`src/hw/rtl/wht_pkg.sv`:
```
// Shared types, codes and reset values for the water heater thermostat.
`timescale 1ns / 1ps
package wht_pkg;

	localparam int OP_W   = 3;
	localparam int TEMP_W = 8;
	localparam int SP_W   = 8;
	localparam int TICK_W = 16;
	localparam int ADDR_W = 5;
	localparam int DATA_W = 32;
	localparam int AVG_COUNT_DEF = 10;

	localparam logic [OP_W-1:0] OP_TICK   = 3'd0;
	localparam logic [OP_W-1:0] OP_POWER  = 3'd1;
	localparam logic [OP_W-1:0] OP_UP     = 3'd2;
	localparam logic [OP_W-1:0] OP_DOWN   = 3'd3;
	localparam logic [OP_W-1:0] OP_SAMPLE = 3'd4;

	localparam logic [2:0] REG_SP_MIN   = 3'd0;
	localparam logic [2:0] REG_SP_MAX   = 3'd1;
	localparam logic [2:0] REG_SP_STEP  = 3'd2;
	localparam logic [2:0] REG_BAND     = 3'd3;
	localparam logic [2:0] REG_SP_INIT  = 3'd4;
	localparam logic [2:0] REG_TIMEOUT  = 3'd5;
	localparam logic [2:0] REG_BLINK    = 3'd6;

	localparam logic [SP_W-1:0]   SP_MIN_DEF  = 8'd35;
	localparam logic [SP_W-1:0]   SP_MAX_DEF  = 8'd75;
	localparam logic [SP_W-1:0]   SP_STEP_DEF = 8'd5;
	localparam logic [SP_W-1:0]   BAND_DEF    = 8'd5;
	localparam logic [SP_W-1:0]   SP_INIT_DEF = 8'd60;
	localparam logic [TICK_W-1:0] TIMEOUT_DEF = 16'd5000;
	localparam logic [TICK_W-1:0] BLINK_DEF   = 16'd1000;

	typedef struct packed {
		logic            heater_on;
		logic            cooler_on;
		logic            led_on;
		logic            power_on;
		logic            setting_mode;
		logic [SP_W-1:0] setpoint;
		logic [SP_W-1:0] shown_value;
	} status_t;

endpackage

```
`src/hw/rtl/wht_cmd_if.sv`:
```
// Event request channel: operation code and temperature sample.
`timescale 1ns / 1ps
interface wht_cmd_if;
	import wht_pkg::*;

	logic              valid;
	logic              ready;
	logic [OP_W-1:0]   operation;
	logic [TEMP_W-1:0] temperature;

	modport source (output valid, output operation, output temperature, input ready);
	modport sink (input valid, input operation, input temperature, output ready);

endinterface

```
`src/hw/rtl/wht_status_if.sv`:
```
// Status request channel: relay, LED, mode and display outputs.
`timescale 1ns / 1ps
interface wht_status_if;
	import wht_pkg::*;

	logic            valid;
	logic            ready;
	logic            heater_on;
	logic            cooler_on;
	logic            led_on;
	logic            power_on;
	logic            setting_mode;
	logic [SP_W-1:0] setpoint;
	logic [SP_W-1:0] shown_value;

	modport source (output valid, output heater_on, output cooler_on, output led_on,
		output power_on, output setting_mode, output setpoint, output shown_value,
		input ready);
	modport sink (input valid, input heater_on, input cooler_on, input led_on,
		input power_on, input setting_mode, input setpoint, input shown_value,
		output ready);

endinterface

```
`src/hw/rtl/water_heater_thermostat_core.sv`:
```
// Water heater thermostat core: event handling, sample averaging, hysteresis control.
// A status request is registered in the result register, or in the skid register while stalled.
// Throughput: one event per cycle unless the skid register is full; a two-entry buffer
// (result plus skid register) keeps input accepted while one result waits downstream.
// Reset (arst_n low, asynchronous): power off, operating mode, relays and LED off,
// setpoint 60, averaging cleared, configuration registers to their defaults.
`timescale 1ns / 1ps
module water_heater_thermostat_core #(
	parameter int AVERAGE_COUNT = wht_pkg::AVG_COUNT_DEF
) (
	input  logic                      clk,
	input  logic                      arst_n,
	wht_cmd_if.sink                   cmd,
	wht_status_if.source              status,
	input  logic                      psel,
	input  logic                      penable,
	input  logic                      pwrite,
	input  logic [wht_pkg::ADDR_W-1:0] paddr,
	input  logic [wht_pkg::DATA_W-1:0] pwdata,
	output logic [wht_pkg::DATA_W-1:0] prdata,
	output logic                      pready
);
	import wht_pkg::*;

	// block length outside 1..16 falls back to 16
	localparam int AvgN       = (AVERAGE_COUNT >= 1 && AVERAGE_COUNT <= 16) ?
		AVERAGE_COUNT : 16;
	localparam int CntW       = $clog2(AvgN + 1);
	localparam int SumW       = SP_W + $clog2(AvgN);
	localparam int RecipShift = SumW + 5;
	localparam int ProdW      = SumW + RecipShift + 1;
	localparam logic [RecipShift:0] RecipMul =
		(RecipShift+1)'(((1 << RecipShift) + AvgN - 1) / AvgN);
	localparam logic [CntW-1:0] AvgLen = CntW'(AvgN);

	// configuration registers
	logic [SP_W-1:0]   sp_min_q, sp_max_q, sp_step_q, band_q, sp_init_q;
	logic [TICK_W-1:0] timeout_q, blink_per_q;

	// control state
	logic              power_q, setting_q, blinking_q, heat_q, cool_q, lamp_q;
	logic [SP_W-1:0]   target_q, last_q;
	logic [TICK_W-1:0] idle_q, bcnt_q;
	logic [SumW-1:0]   sum_q;
	logic [CntW-1:0]   cnt_q;

	// next state
	logic              power_d, setting_d, blinking_d, heat_d, cool_d, lamp_d;
	logic [SP_W-1:0]   target_d, last_d;
	logic [TICK_W-1:0] idle_d, bcnt_d;
	logic [SumW-1:0]   sum_d;
	logic [CntW-1:0]   cnt_d;

	logic [TICK_W-1:0] idle_inc, bcnt_inc;
	logic [SP_W:0]     sp_up, sp_dn;
	logic [SumW-1:0]   sum_inc;
	logic [CntW-1:0]   cnt_inc;
	logic [ProdW-1:0]  prod;
	logic [SP_W-1:0]   avg;
	logic signed [SP_W+1:0] diff, band_s;

	status_t new_st, out_q, skid_q;
	logic    out_valid_q, skid_valid_q;
	logic    push, pop, cfg_wr;

	assign pready = 1'b1;
	assign cfg_wr = psel & penable & pwrite;

	always_ff @(posedge clk or negedge arst_n) begin
		if (!arst_n) begin
			sp_min_q    <= SP_MIN_DEF;
			sp_max_q    <= SP_MAX_DEF;
			sp_step_q   <= SP_STEP_DEF;
			band_q      <= BAND_DEF;
			sp_init_q   <= SP_INIT_DEF;
			timeout_q   <= TIMEOUT_DEF;
			blink_per_q <= BLINK_DEF;
		end else if (cfg_wr) begin
			case (paddr[4:2])
				REG_SP_MIN:  sp_min_q    <= pwdata[SP_W-1:0];
				REG_SP_MAX:  sp_max_q    <= pwdata[SP_W-1:0];
				REG_SP_STEP: sp_step_q   <= pwdata[SP_W-1:0];
				REG_BAND:    band_q      <= pwdata[SP_W-1:0];
				REG_SP_INIT: sp_init_q   <= pwdata[SP_W-1:0];
				REG_TIMEOUT: timeout_q   <= pwdata[TICK_W-1:0];
				REG_BLINK:   blink_per_q <= pwdata[TICK_W-1:0];
				default: ;
			endcase
		end
	end

	always_comb begin
		case (paddr[4:2])
			REG_SP_MIN:  prdata = DATA_W'(sp_min_q);
			REG_SP_MAX:  prdata = DATA_W'(sp_max_q);
			REG_SP_STEP: prdata = DATA_W'(sp_step_q);
			REG_BAND:    prdata = DATA_W'(band_q);
			REG_SP_INIT: prdata = DATA_W'(sp_init_q);
			REG_TIMEOUT: prdata = DATA_W'(timeout_q);
			REG_BLINK:   prdata = DATA_W'(blink_per_q);
			default:     prdata = '0;
		endcase
	end

	assign idle_inc = idle_q + 1'b1;
	assign bcnt_inc = bcnt_q + 1'b1;
	assign sp_up    = {1'b0, target_q} + {1'b0, sp_step_q};
	assign sp_dn    = {1'b0, target_q} - {1'b0, sp_step_q};
	assign sum_inc  = sum_q + SumW'(cmd.temperature);
	assign cnt_inc  = cnt_q + 1'b1;
	// average by reciprocal multiply, exact over the whole sum range
	assign prod     = ProdW'(sum_inc) * ProdW'(RecipMul);
	assign avg      = prod[RecipShift +: SP_W];
	assign diff     = $signed({2'b00, target_q}) - $signed({2'b00, avg});
	assign band_s   = $signed({2'b00, band_q});

	always_comb begin
		power_d    = power_q;
		setting_d  = setting_q;
		blinking_d = blinking_q;
		heat_d     = heat_q;
		cool_d     = cool_q;
		lamp_d     = lamp_q;
		target_d   = target_q;
		last_d     = last_q;
		idle_d     = idle_q;
		bcnt_d     = bcnt_q;
		sum_d      = sum_q;
		cnt_d      = cnt_q;
		case (cmd.operation)
			OP_TICK: begin
				if (setting_q) begin
					if (idle_inc >= timeout_q) begin
						setting_d = 1'b0;
						idle_d    = '0;
					end else begin
						idle_d = idle_inc;
					end
				end
				if (blinking_q) begin
					if (bcnt_inc >= blink_per_q) begin
						lamp_d = ~lamp_q;
						bcnt_d = '0;
					end else begin
						bcnt_d = bcnt_inc;
					end
				end
			end
			OP_POWER: begin
				if (!setting_q) begin
					power_d = ~power_q;
					if (power_q) begin
						heat_d     = 1'b0;
						cool_d     = 1'b0;
						lamp_d     = 1'b0;
						blinking_d = 1'b0;
						bcnt_d     = '0;
					end
				end
			end
			OP_UP, OP_DOWN: begin
				if (power_q) begin
					idle_d = '0;
					if (!setting_q) begin
						setting_d = 1'b1;
					end else if (cmd.operation == OP_UP) begin
						target_d = (sp_up > {1'b0, sp_max_q}) ? sp_max_q : sp_up[SP_W-1:0];
					end else begin
						target_d = (sp_dn[SP_W] || sp_dn[SP_W-1:0] < sp_min_q) ?
							sp_min_q : sp_dn[SP_W-1:0];
					end
				end
			end
			OP_SAMPLE: begin
				last_d = cmd.temperature;
				if (cnt_inc >= AvgLen) begin
					sum_d = '0;
					cnt_d = '0;
					if (power_q && !setting_q) begin
						if (diff >= band_s) begin
							heat_d = 1'b1;
							cool_d = 1'b0;
							if (!blinking_q) begin
								blinking_d = 1'b1;
								bcnt_d     = '0;
							end
						end
						if (-diff >= band_s) begin
							blinking_d = 1'b0;
							bcnt_d     = '0;
							cool_d     = 1'b1;
							heat_d     = 1'b0;
							lamp_d     = 1'b1;
						end
						if (diff == '0) begin
							blinking_d = 1'b0;
							bcnt_d     = '0;
							cool_d     = 1'b0;
							heat_d     = 1'b0;
							lamp_d     = 1'b0;
						end
					end
				end else begin
					sum_d = sum_inc;
					cnt_d = cnt_inc;
				end
			end
			default: ;
		endcase
	end

	always_comb begin
		new_st.heater_on    = heat_d;
		new_st.cooler_on    = cool_d;
		new_st.led_on       = lamp_d;
		new_st.power_on     = power_d;
		new_st.setting_mode = setting_d;
		new_st.setpoint     = target_d;
		new_st.shown_value  = setting_d ? target_d : last_d;
	end

	assign cmd.ready = ~skid_valid_q;
	assign push      = cmd.valid & ~skid_valid_q;
	assign pop       = out_valid_q & status.ready;

	always_ff @(posedge clk or negedge arst_n) begin
		if (!arst_n) begin
			power_q    <= 1'b0;
			setting_q  <= 1'b0;
			blinking_q <= 1'b0;
			heat_q     <= 1'b0;
			cool_q     <= 1'b0;
			lamp_q     <= 1'b0;
			target_q   <= SP_INIT_DEF;
			last_q     <= '0;
			idle_q     <= '0;
			bcnt_q     <= '0;
			sum_q      <= '0;
			cnt_q      <= '0;
		end else if (push) begin
			power_q    <= power_d;
			setting_q  <= setting_d;
			blinking_q <= blinking_d;
			heat_q     <= heat_d;
			cool_q     <= cool_d;
			lamp_q     <= lamp_d;
			target_q   <= target_d;
			last_q     <= last_d;
			idle_q     <= idle_d;
			bcnt_q     <= bcnt_d;
			sum_q      <= sum_d;
			cnt_q      <= cnt_d;
		end
	end

	always_ff @(posedge clk or negedge arst_n) begin
		if (!arst_n) begin
			out_valid_q  <= 1'b0;
			skid_valid_q <= 1'b0;
		end else begin
			if (!out_valid_q || pop) begin
				if (skid_valid_q) begin
					out_valid_q  <= 1'b1;
					skid_valid_q <= 1'b0;
				end else begin
					out_valid_q <= push;
				end
			end else if (push) begin
				skid_valid_q <= 1'b1;
			end
		end
	end

	always_ff @(posedge clk) begin
		if (!out_valid_q || pop) begin
			out_q <= skid_valid_q ? skid_q : new_st;
		end
		if (out_valid_q && !pop && push) begin
			skid_q <= new_st;
		end
	end

	assign status.valid        = out_valid_q;
	assign status.heater_on    = out_q.heater_on;
	assign status.cooler_on    = out_q.cooler_on;
	assign status.led_on       = out_q.led_on;
	assign status.power_on     = out_q.power_on;
	assign status.setting_mode = out_q.setting_mode;
	assign status.setpoint     = out_q.setpoint;
	assign status.shown_value  = out_q.shown_value;

endmodule

```
`src/flat_wrapper.sv`:
```
// flat-port wrapper written by rule: the top's interface ports become plain ports
module water_heater_thermostat_core_flat import wht_pkg::*;
#(
	parameter int AVERAGE_COUNT = wht_pkg::AVG_COUNT_DEF
)
  (clk, arst_n, psel, penable, pwrite, paddr, pwdata, prdata, pready, cmd_valid, cmd_operation, cmd_temperature, cmd_ready, status_valid, status_heater_on, status_cooler_on, status_led_on, status_power_on, status_setting_mode, status_setpoint, status_shown_value, status_ready);
  wht_cmd_if cmd_i ();
  wht_status_if status_i ();
  input  logic clk;
  input  logic arst_n;
  input  logic psel;
  input  logic penable;
  input  logic pwrite;
  input  logic [wht_pkg::ADDR_W-1:0] paddr;
  input  logic [wht_pkg::DATA_W-1:0] pwdata;
  output logic [wht_pkg::DATA_W-1:0] prdata;
  output logic pready;
  input wire logic [$bits(cmd_i.valid)-1:0] cmd_valid;
  input wire logic [$bits(cmd_i.operation)-1:0] cmd_operation;
  input wire logic [$bits(cmd_i.temperature)-1:0] cmd_temperature;
  output wire logic [$bits(cmd_i.ready)-1:0] cmd_ready;
  output wire logic [$bits(status_i.valid)-1:0] status_valid;
  output wire logic [$bits(status_i.heater_on)-1:0] status_heater_on;
  output wire logic [$bits(status_i.cooler_on)-1:0] status_cooler_on;
  output wire logic [$bits(status_i.led_on)-1:0] status_led_on;
  output wire logic [$bits(status_i.power_on)-1:0] status_power_on;
  output wire logic [$bits(status_i.setting_mode)-1:0] status_setting_mode;
  output wire logic [$bits(status_i.setpoint)-1:0] status_setpoint;
  output wire logic [$bits(status_i.shown_value)-1:0] status_shown_value;
  input wire logic [$bits(status_i.ready)-1:0] status_ready;
  assign cmd_i.valid = cmd_valid;
  assign cmd_i.operation = cmd_operation;
  assign cmd_i.temperature = cmd_temperature;
  assign cmd_ready = cmd_i.ready;
  assign status_valid = status_i.valid;
  assign status_heater_on = status_i.heater_on;
  assign status_cooler_on = status_i.cooler_on;
  assign status_led_on = status_i.led_on;
  assign status_power_on = status_i.power_on;
  assign status_setting_mode = status_i.setting_mode;
  assign status_setpoint = status_i.setpoint;
  assign status_shown_value = status_i.shown_value;
  assign status_i.ready = status_ready;
  water_heater_thermostat_core #(.AVERAGE_COUNT(AVERAGE_COUNT)) u_core (.clk(clk), .arst_n(arst_n), .cmd(cmd_i), .status(status_i), .psel(psel), .penable(penable), .pwrite(pwrite), .paddr(paddr), .pwdata(pwdata), .prdata(prdata), .pready(pready));
endmodule
```
`config.mk`:
```
export PLATFORM = sky130hd
export DESIGN_NAME = water_heater_thermostat_core_flat
export DESIGN_NICKNAME = d
export VERILOG_FILES = /design/src/hw/rtl/wht_pkg.sv /design/src/hw/rtl/wht_cmd_if.sv /design/src/hw/rtl/wht_status_if.sv /design/src/hw/rtl/water_heater_thermostat_core.sv /design/src/flat_wrapper.sv
export SDC_FILE = /design/constraint.sdc
export NUM_CORES = 1
export LEC_CHECK = 0
export BUFFER_PORTS_ARGS = -buffer_cell sky130_fd_sc_hd__buf_2
export CORE_MARGIN = 2
export CORE_UTILIZATION = 60
export DETAILED_ROUTE_END_ITERATION = 10
export HOLD_SLACK_MARGIN = 0.02
export PLACE_DENSITY = 0.85
export RECOVER_POWER = 50
export SYNTH_ARGS = -nofsm -noshare
export SYNTH_HDL_FRONTEND = slang
export SYNTH_SLANG_ARGS = --single-unit
```
`constraint.sdc`:
```
create_clock -name clk -period 13.6 [get_ports clk]
set_clock_uncertainty 0.1 [all_clocks]
set_input_delay 2.72 -clock clk [delete_from_list [all_inputs] [get_ports clk]]
set_output_delay 2.72 -clock clk [all_outputs]
set_load 0.01 [all_outputs]
```
== Word-level counts from Yosys, hierarchy flattened ==
Index checks and enable logic that the tools add are counted.
Storage, ports and cells
  flip-flop bits (word level): 186
  bits of input ports: 55
  output and inout bits: 56
  logic and storage cells: 172
Cells by class
  add/subtract/negate cells: 8
  multiply operators: 1
  $lt $le $gt $ge: 7
  equality and inequality tests: 19
  multiplexer cells: 68
  bitwise logic cells: 7
  reduce and logical (&&, ||, !) cells: 27
Operators with widths (number)
  2-to-1 mux 16 bit: 12
  case mux 16 bit (7 select lines): 1
  2-to-1 mux 8 bit: 8
  case mux 16 bit (3 select lines): 1
  2-to-1 mux 1 bit: 37
  adder 16 x 1 -> 16 bit, second input constant: 2
  greater-or-equal comparator 16 bit: 2
  case mux 16 bit (2 select lines): 1
  multiplier 12 x 12 -> 23 bit, second input constant: 1
  2-to-1 mux 21 bit: 1
  greater-or-equal comparator 10 x 9 -> 1 bit: 2
  subtractor 8 x 8 -> 9 bit: 2
  AND reduction 2 bit: 8
  adder 12 x 8 -> 12 bit: 1
  == test 3 x 2 -> 1 bit, second input constant: 4
  == test 3 bit, second input constant: 4
  2-to-1 mux 12 bit: 1
  inequality test 2 x 1 -> 1 bit, second input constant: 6
  zero test 10 bit: 1
  negation 10 bit: 1
  adder 8 x 8 -> 9 bit: 1
  > comparator 9 x 8 -> 1 bit: 1
  AND reduction 9 bit: 1
  < comparator 8 bit: 1
  20 further kinds: 37

== Longest topological paths before layout ==
  depth after elaboration: 11
  gate-level depth with buffers: 42
  gate-level depth less buffers: 41

== Worst setup path before layout ==
No wires, ideal clock.
  path type: input-to-reg
  start point: input port cmd_temperature[0]
  end point: register u_core.bcnt_q[0]
  library setup time: 0.125 ns
  data arrival time: 11.433 ns
  slack: 1.942 ns
  stages: 39
  cells stage by stage: ha_1 -> fa_1 -> a21o_1 -> a21oi_1 -> nor2b_1 -> o21a_1 -> nor2_1 -> xnor2_1 -> xnor2_1 -> fa_1 -> inv_1 -> fa_1 -> fa_1 -> inv_1 -> fa_1 -> inv_1 -> ha_1 -> a21oi_1 -> [3 not listed] -> a21o_1 -> a21oi_1 -> xor2_1 -> ha_1 -> nor2b_1 -> a221oi_2 -> o311ai_2 -> nor3b_1 -> xnor2_1 -> ha_1 -> o21a_1 -> nand4_1 -> a31o_2 -> nor4b_4 -> nor3_2 -> a31o_4 -> buf_6 -> mux2_2
Between the ends
  word-level cells in the longest chain between the ends: 10
  elaborated cells between the ends (all ways): 15
RTL lines
  from (decl): RTL line flat_wrapper.sv:20  | input wire logic [$bits(cmd_i.temperature)-1:0] cmd_temperature;
  adder 12 x 8 -> 12 bit (*): RTL line water_heater_thermostat_core.sv:109  | assign sum_inc = sum_q + SumW'(cmd.temperature);
  multiplier 12 x 12 -> 23 bit (*): RTL line water_heater_thermostat_core.sv:112  | assign prod = ProdW'(sum_inc) * ProdW'(RecipMul);
  subtractor 8 x 8 -> 9 bit (*): RTL line water_heater_thermostat_core.sv:114  | assign diff = $signed({2'b00, target_q}) - $signed({2'b00, avg});
  negation 10 bit: RTL line water_heater_thermostat_core.sv:188  | if (-diff >= band_s) begin
  greater-or-equal comparator 10 x 9 -> 1 bit: RTL line water_heater_thermostat_core.sv:188
  2-to-1 mux 16 bit: RTL line water_heater_thermostat_core.sv:188
  2-to-1 mux 16 bit: RTL line water_heater_thermostat_core.sv:195  | if (diff == '0) begin
  2-to-1 mux 16 bit: RTL line water_heater_thermostat_core.sv:179  | if (power_q && !setting_q) begin
  2-to-1 mux 16 bit: RTL line water_heater_thermostat_core.sv:176  | if (cnt_inc >= AvgLen) begin
  case mux 16 bit (3 select lines): RTL line water_heater_thermostat_core.sv:130  | case (cmd.operation)
  to (signal assigned): RTL line water_heater_thermostat_core.sv:250  | bcnt_q <= bcnt_d;
  to (decl): RTL line water_heater_thermostat_core.sv:43  | logic [TICK_W-1:0] idle_q, bcnt_q;
Every way passes the cells marked *; elsewhere a longest branch is shown, timed or not. The select of a mux whose other input is x is not followed.
A chain may end at the register's enable or synchronous reset.

== Final worst setup path ==
  start point: input port cmd_temperature[0]
  end point: register u_core.bcnt_q[6]
Same word-level chain as after synthesis.

==> reports/metrics.yaml <==
nFillCells: 1878
fin_nets: 1908
grt_overflow_total: 0
rsz0062_at_grt: "false"
yosysWarnings: 0
cp.arrival_ns: 12.75
dp.cells: 1938
vias_per_cell: 6.05
cp_max_fo: 16
finalSetupViolCount: 0
max_slew_margin: -1.87
ys_ff_latch: 186
path_class: "in2reg"
worstSetupStartpointType: "input port"
path_clk_slew_ns: 0.06
wirelength_um: 35700
regToRegStartpoint: "u_core.sum_q[0]"
reg2regPathDepth: 35
hold_viol_final: 0
place_worst_setup_slack_ns: 0.770
core-area_mm2: 0.0242
cp.required_ns: 13.82
period_needed_ns: 12.53
clock-sinks: 186
synth_ff_type: "dfrtp_1"
synth_top_area_frac: 0.193
grt_max_degree: 79
synth.avg_cell_area_um2: 9.33
dr.pass1.iters: 6
die_w_um: 161
rrSetupSlack_ns: 3.10
antenna_found_initial: 0
cts_tree: "yes"
port_buffers: 75
gp_congestion: 0.926
holdWs_ns: 0.383
slew_viol_final: 147
yosysUniqueCellTypes: 88
drv_cap: 2
h-tree-depth: 4
post_cts_buffers: 0
fmax_ghz: 0.0798
drt_iter0_markers: 1077
synth_area_leaders: "dfrtp_1 (19%), ha_1 (15%), edfxtp_1 (8.5%), fa_1 (5.4%), dfstp_2 (5.3%)"
die_height_um: 161
initial_core_util: 0.608
syn_to_final_growth_pct: 7.65
clockBufferDepth: 2
dieArea_mm2: 0.0259
r2r_end: "u_core.bcnt_q[6]"
cp_slowest_stage_delay_ns: 0.58
yosysSeqAreaShare: 0.332
layoutNonFillerInstCount: 1970
seq_area_mm2: 0.00490
synth-edff-count: 42
grt_usage: 0.281
multi_input_area_mm2: 0.00889
cts-resized-gates: 0
worstHoldPathType: "reg2reg"
violations: "max-capacitance violations, max-slew violations"
crit_slowest_cell: "fa_1"
syn_area_mm2: 0.0148
netlist_instances: 1581
tns_ns: 0
remaining_drc_errors: 0
outcome: "complete, but fails checks"
wl_per_cell_um: 18.1
clkLatencyLatePin_ns: 0.44
clock-root-buffer: "clkbuf_16"
cts_made_buffers: 17
endpoint: "u_core.bcnt_q[6]"
timing.final.crit_share: 0.922
end_kind: "flop"
antenna-diode-count: 0
cp-startpoint: "cmd_temperature[0]"
drtAntennaViolNets: 0
async_flop_share: 0.774
grt_pass1_vias: 11724
rows: 57
vias: 11924
dp_hpwl_um: 26900
timing.final.ws_setup_ns: 1.07
worst_pin_slew_ns: 4.31
yosys.area.top_type: "dfrtp_1"
hold_buffers: 0
layout-drive-gt1-share: 0.117
ios: 111
grt_pass1_wl_um: 58600
## cell usage after synthesis (9+ instances only)
library cell  instances
o211ai_1             12
ha_1                180
and2_1               12
nor3_1               29
inv_1               180
nand3_1              35
fa_1                 40
o21a_1               13
or3_1                14
mux2i_1              25
dfstp_2              30
nand2b_1              9
nor2_1               79
buf_4                19
a21o_1               16
o22ai_1              16
a21oi_1              55
clkbuf_1             41
and3_1               10
nor3b_1              12
dfrtp_1             114
xnor2_1              51
o21ai_0             121
nor4_1                9
o31ai_1              10
edfxtp_1             42
mux2_2               27
a22o_1               17
xor2_1               27
nand2_1             172
nor2b_1              17
## layout by cell type, fill, tap and decap left out, types with 40 or more instances in the layout
cell        n
inv_1     180
o21ai_0   121
xnor2_1    51
edfxtp_1   42
fa_1       40
ha_1      180
nor2_1     79
a21oi_1    54
nand2_1   172
dfrtp_1   114
buf_2      49
## through the flow
stage / cell area (µm²) / util
3_5_place_dp: 15400 / 0.634
6_report: 15900 / 0.655
3_3_place_gp: 15400 / 0.634
4_1_cts: 15900 / 0.657
5_1_grt: 15900 / 0.655
2_1_floorplan: 14800 / -
## worst min path at each step
stage                          start          endpoint  slack (ns)  cells after the start
floorplan            u_core.sum_q[4]   u_core.sum_q[4]        0.34                      2
global placement    u_core.last_q[6]  u_core.last_q[6]        0.36                      2
detailed placement  u_core.last_q[0]  u_core.last_q[0]        0.36                      2
CTS                 u_core.last_q[0]  u_core.last_q[0]        0.38                      2
global route         u_core.sum_q[7]   u_core.sum_q[7]        0.43                      2
finish              u_core.last_q[0]  u_core.last_q[0]        0.38                      2
## final cells by class
| class | instances | share of cell area |
|---|---|---|
| Inverter | 181 | 0.0428 |
| Clock buffer | 21 | 0.0284 |
| Clock inverter | 11 | 0.00764 |
| Tap cell | 324 | 0.0255 |
| Timing Repair Buffer | 89 | 0.0273 |
| Sequential cell | 186 | 0.309 |
| Multi-Input combinational cell | 1158 | 0.560 |
## sequential cells by signal (all words and copies together), names as in the netlist, 12 cells and up
name                count
u_core.idle_q          16
u_core.blink_per_q     16
u_core.timeout_q       16
u_core.skid_q          21
u_core.sum_q           12
u_core.bcnt_q          16
## critical path, delay by kind of cell
family                   cells  cell delay (ns)
XOR/XNOR                     3             0.81
buffers and inverters        3             0.23
AND/OR/NAND/NOR              6             1.31
adder cells (fa/ha/maj)     10             4.14
AO/OA/AOI/OAI               14             3.52
## per-layer routing
| metal | routed length (µm) | track usage |
|---|---|---|
| met3 | 2100 | 0.0385 |
| met4 | 860 | 0.0925 |
| met1 | 15200 | 0.375 |
| met2 | 17600 | 0.477 |
| met5 | 0 | 0 |
## kinds of logic after synthesis
family          count (synthesis)  synth area share
simple gates                  429             0.139
xor+xnor                       78            0.0463
buf+inv                       252            0.0705
fa+ha+maj                     220             0.207
flops                         186             0.332
compound gates                361             0.166
other cells                     2          0.000509
mux                            53            0.0391
Power is left out: the tool's default activity adds up to more than one toggle a clock period on the data nets, which glitch-free logic cannot reach.
